## src/rtl/vrp_pkg.sv

```systemverilog
// Shared types and constants for the vertex rotate and project block.
// Depends on nothing; every rtl file refers to it by scoped names.
`default_nettype none

package vrp_pkg;

  // One input word: model-space vertex, signed fixed point
  typedef struct packed {
    logic signed [15:0] vertex_z;
    logic signed [15:0] vertex_y;
    logic signed [15:0] vertex_x;
  } in_t;

  // One result word
  typedef struct packed {
    logic               behind_viewer;
    logic signed [15:0] screen_y;
    logic signed [15:0] screen_x;
  } out_t;

  // Configuration register file
  typedef struct packed {
    logic signed [15:0] cos_about_y;
    logic signed [15:0] sin_about_y;
    logic signed [15:0] cos_about_x;
    logic signed [15:0] sin_about_x;
    logic [14:0]        focal_distance;
    logic [15:0]        zoom;
    logic [11:0]        center_x;
    logic [11:0]        center_y;
  } cfg_t;

  localparam int unsigned CFG_IDX_W = 3;
  localparam int unsigned CFG_DATA_W = 16;

  typedef enum logic [CFG_IDX_W-1:0] {
    CFG_COS_Y  = 3'd0,
    CFG_SIN_Y  = 3'd1,
    CFG_COS_X  = 3'd2,
    CFG_SIN_X  = 3'd3,
    CFG_FOCAL  = 3'd4,
    CFG_ZOOM   = 3'd5,
    CFG_CTR_X  = 3'd6,
    CFG_CTR_Y  = 3'd7
  } cfg_idx_e;

  localparam cfg_t CFG_RESET = '{
    cos_about_y:    16'sd16384,
    sin_about_y:    16'sd0,
    cos_about_x:    16'sd16384,
    sin_about_x:    16'sd0,
    focal_distance: 15'd256,
    zoom:           16'd256,
    center_x:       12'd320,
    center_y:       12'd240
  };

  // zoom is Q8.8
  localparam int unsigned ZOOM_FRAC_BITS = 8;
  // quotient bits resolved by the divider; anything larger saturates anyway
  localparam int unsigned QUOT_BITS = 18;

  localparam int unsigned FIFO_DEPTH = 4;
  localparam int unsigned FIFO_PTR_W = 2;

endpackage

`default_nettype wire

```

## src/rtl/vrp_fifo.sv

```systemverilog
// Short register queue between the rotation and projection pipes.
// Depends on vrp_pkg for depth constants.
`default_nettype none

module vrp_fifo #(
  parameter int unsigned WIDTH = 8
) (
  input  wire logic             clk_i,
  input  wire logic             rst_ni,
  input  wire logic             in_valid_i,
  output logic                  in_stall_o,
  input  wire logic [WIDTH-1:0] in_data_i,
  output logic                  out_valid_o,
  input  wire logic             out_stall_i,
  output logic [WIDTH-1:0]      out_data_o
);

  logic [WIDTH-1:0] mem_q [vrp_pkg::FIFO_DEPTH];
  logic [vrp_pkg::FIFO_PTR_W-1:0] wr_q, rd_q;
  logic [vrp_pkg::FIFO_PTR_W:0]   cnt_q;
  logic full, push, pop;

  assign full        = (cnt_q == (vrp_pkg::FIFO_PTR_W+1)'(vrp_pkg::FIFO_DEPTH));
  assign push        = in_valid_i && !full;
  assign pop         = out_valid_o && !out_stall_i;
  assign in_stall_o  = full;
  assign out_valid_o = (cnt_q != '0);
  assign out_data_o  = mem_q[rd_q];

  always_ff @(posedge clk_i or negedge rst_ni) begin
    if (!rst_ni) begin
      wr_q  <= '0;
      rd_q  <= '0;
      cnt_q <= '0;
    end else begin
      if (push) wr_q <= wr_q + 1'b1;
      if (pop)  rd_q <= rd_q + 1'b1;
      if (push && !pop)      cnt_q <= cnt_q + 1'b1;
      else if (pop && !push) cnt_q <= cnt_q - 1'b1;
    end
  end

  always_ff @(posedge clk_i) begin
    if (push) mem_q[wr_q] <= in_data_i;
  end

endmodule

`default_nettype wire

```

## config.mk

```make
export PLATFORM = sky130hd
export DESIGN_NAME = vrp_fifo
export DESIGN_NICKNAME = d
export VERILOG_FILES = /design/src/rtl/vrp_pkg.sv /design/src/rtl/vrp_fifo.sv
export SDC_FILE = /design/constraint.sdc
export NUM_CORES = 1
export LEC_CHECK = 0
export ABC_CLOCK_PERIOD_IN_PS = 2400
export BUFFER_PORTS_ARGS = -buffer_cell sky130_fd_sc_hd__buf_2
export CAP_MARGIN = 20
export CORE_UTILIZATION = 45
export CTS_CLUSTER_DIAMETER = 40
export DETAILED_ROUTE_END_ITERATION = 10
export PLACE_DENSITY_LB_ADDON = 0.3
export SLEW_MARGIN = 20
export SYNTH_ARGS = -nofsm -noshare
export SYNTH_HDL_FRONTEND = slang
export SYNTH_SLANG_ARGS = --single-unit
```

## constraint.sdc

```tcl
create_clock -name clk_i -period 2.4 [get_ports clk_i]
set_input_delay 0.36 -clock clk_i [delete_from_list [all_inputs] [get_ports clk_i]]
set_output_delay 0.36 -clock clk_i [all_outputs]
set_load 0.1 [all_outputs]
```

==> impl_metrics.tcl <==
set metrics [dict create \
    track_usage 0.149 \
    cts_buffers 5 \
    nets 123 \
    hold_class "input pin to flip-flop" \
    yosysWarnings 0 \
    fin_crit_sh 0.925 \
    gp_congestion 0.641 \
    r2r_start "cnt_q[1]" \
    slew_violations 0 \
    r2r-end "cnt_q[2]" \
    synth_cells 78 \
    synthArstFlopShare 0.179 \
    cts_resized 0 \
    maxCapViolations 0 \
    clk_pin_slew_ns 0.11 \
    ff2ff_path_depth 8 \
    antenna_found_initial 0 \
    antenna_cells 0 \
    cp-end-kind "output port" \
    cts_tree "built" \
    wire_per_inst_um 15.2 \
    fp.dieW_um 61.5 \
    hpwl_um 1650 \
    crit_chain "buf_12 -> mux4_2 -> buf_2" \
    areaGrowthSynthToFinish_pct 15.4 \
    synth.avg_cell_area_um2 20.5 \
    first_pass_iters 4 \
    cp-start-kind "flip-flop" \
    h-tree-depth 2 \
    cts_setup_buffers 0 \
    grt_overflow 0 \
    vias_per_cell 4.93 \
    drive_gt1_frac 0.472 \
    cp.arrival_ns 1.86 \
    grt_pass1_wl_um 3620 \
    top_usage_layer "met2" \
    rsz0062_at_grt "false" \
    synthDistinctLibCells 20 \
    worstSetupPathType "flip-flop to output port" \
    path_delay_family "flip-flops" \
    drc_errors 0 \
    yosysTopAreaCell "edfxtp_1" \
    setup_viol 0 \
    crit_cells 3 \
    fin_crit_ns 2.22 \
    crit_required_ns 2.04 \
    syn-cell-area_um2 1600 \
    max_freq_mhz 451 \
    cts.path.max_buffers 2 \
    synth_seq_cells 39 \
    place_area_um2 1770 \
    hold-path-cell-count 1 \
    synth_nets 96 \
    drt-total-wl_um 2310 \
    synth_top_area_share 0.602 \
    path_max_fanout 7 \
    final_area_um2 1840 \
    port_buffers 21 \
    hold_violations 0 \
    synth_ff_type "edfxtp_1" \
    cp_slowest_stage_delay_ns 0.53 \
    cts-root-buf "clkbuf_4" \
    start_util 0.474 \
    clkLatencyLatePin_ns 0.35 \
    yosysSeqAreaShare 0.712 \
    grt_max_degree 14 \
    vias 749 \
    skew_ns 0.00691 \
    use_met2 0.221 \
    drt_first_iter_violations 31 \
    io_pins 22 \
    startpoint "rd_q[0]" \
    clkSinkCount 39 \
    path_buf_inv 2 \
    die_area_um2 3790 \
    synthTopCellsByArea "edfxtp_1 60%, mux4_2 11%, dfrtp_1 11%" \
    relSlewSlack 0.675 \
    synth_edf_count 32 \
    tns_ns 0 \
    grtUsageMet1 0.189 \
    core_area_um2 3360 \
    core.rowCount 21 \
    tightest_slew_ns 0.491 \
    cpMaxStageDelayCell "dfrtp_1" \
    status "completed" \
    grt_use_met3 0.0651 \
    grt_pass1_vias 722 \
    critPathCapture "out_data_o[3]" \
    die_h_um 61.5 \
    cts_hold_buffers 1 \
    reg2reg_slack_ns 0.27 \
    postRouteAntennaNets 0 \
]
sequential cells by signal (all words and copies together) (netlist names):
name / cells
mem_q: 32
wr_q: 2
rd_q: 2
cnt_q: 3
worst register-to-register path, cell delays in order (launching register included):
cell	delay (ns)
dfrtp_1	0.47
nor3_1	0.33
or2_2	0.22
ha_4	0.15
inv_2	0.04
fa_1	0.43
xor2_1	0.16
nor2_1	0.11
xor2_1	0.16
synth_stat cells, types with 3 or more instances:
cell type  count
xor2_1         3
xnor2_1        3
edfxtp_1      32
and2_2         4
dfrtp_1        7
inv_1          4
ha_1           5
mux4_2         8
how the worst min path moves through the flow:
stage	to	slack, ns	start
floorplan	cnt_q[0]	0.06	rst_ni
global placement	rd_q[1]	0.20	rst_ni
detailed placement	rd_q[1]	0.21	rst_ni
CTS	mem_q[2][4]	0.20	in_data_i[4]
global route	mem_q[2][4]	0.19	in_data_i[4]
finish	mem_q[2][4]	0.22	in_data_i[4]
layer usage:
metal	share of wire	up-vias
li1	-	347
met1	0.43	382
met2	0.50	14
met3	0.052	6
met4	0.019	0
met5	0	-
layout by cell type (no fill, tap or decap), drive strengths merged:
| cell | count |
|---|---|
| mux2 | 2 |
| clkinv | 1 |
| nor2 | 1 |
| nor3b | 2 |
| dfrtp | 7 |
| xnor2 | 3 |
| nor2b | 1 |
| buf | 22 |
| ha | 5 |
| mux4 | 8 |
| fa | 1 |
| edfxtp | 32 |
| clkinvlp | 2 |
| inv | 4 |
| and2 | 4 |
| nor3 | 1 |
| clkbuf | 5 |
| dlygate4sd3 | 1 |
| or2 | 1 |
| xor2 | 3 |
stage by stage:
stage	hold slack [ns]	utilization	worst slack, ns	instances
detailed placement	0.205	0.527	0.264	143
global placement	0.199	0.527	0.402	143
finish	0.217	0.547	0.181	152
CTS	0.204	0.547	0.148	152
floorplan	0.0644	-	-0.134	78
global route	0.190	0.547	0.0778	152
kinds of logic after synthesis:
kind of cell,synth area share
DFF,0.712
muxes,0.129
and+or+nand+nor,0.0502
buffers and inverters,0.0235
xor gates and xnor gates,0.0329
adders and majority gates,0.0518
layout make-up:
class,count,area (um^2)
clock buffers,5,37.5
inverters,4,15.0
repair buffers,23,135
multi-input cells,32,438
clock inverters,3,20.0
well taps,46,57.6
flip-flops and latches,39,1140
fillers,287,1520
Power is left out: the tool's default activity adds up to more than one toggle a clock period on the data nets, which glitch-free logic cannot reach.
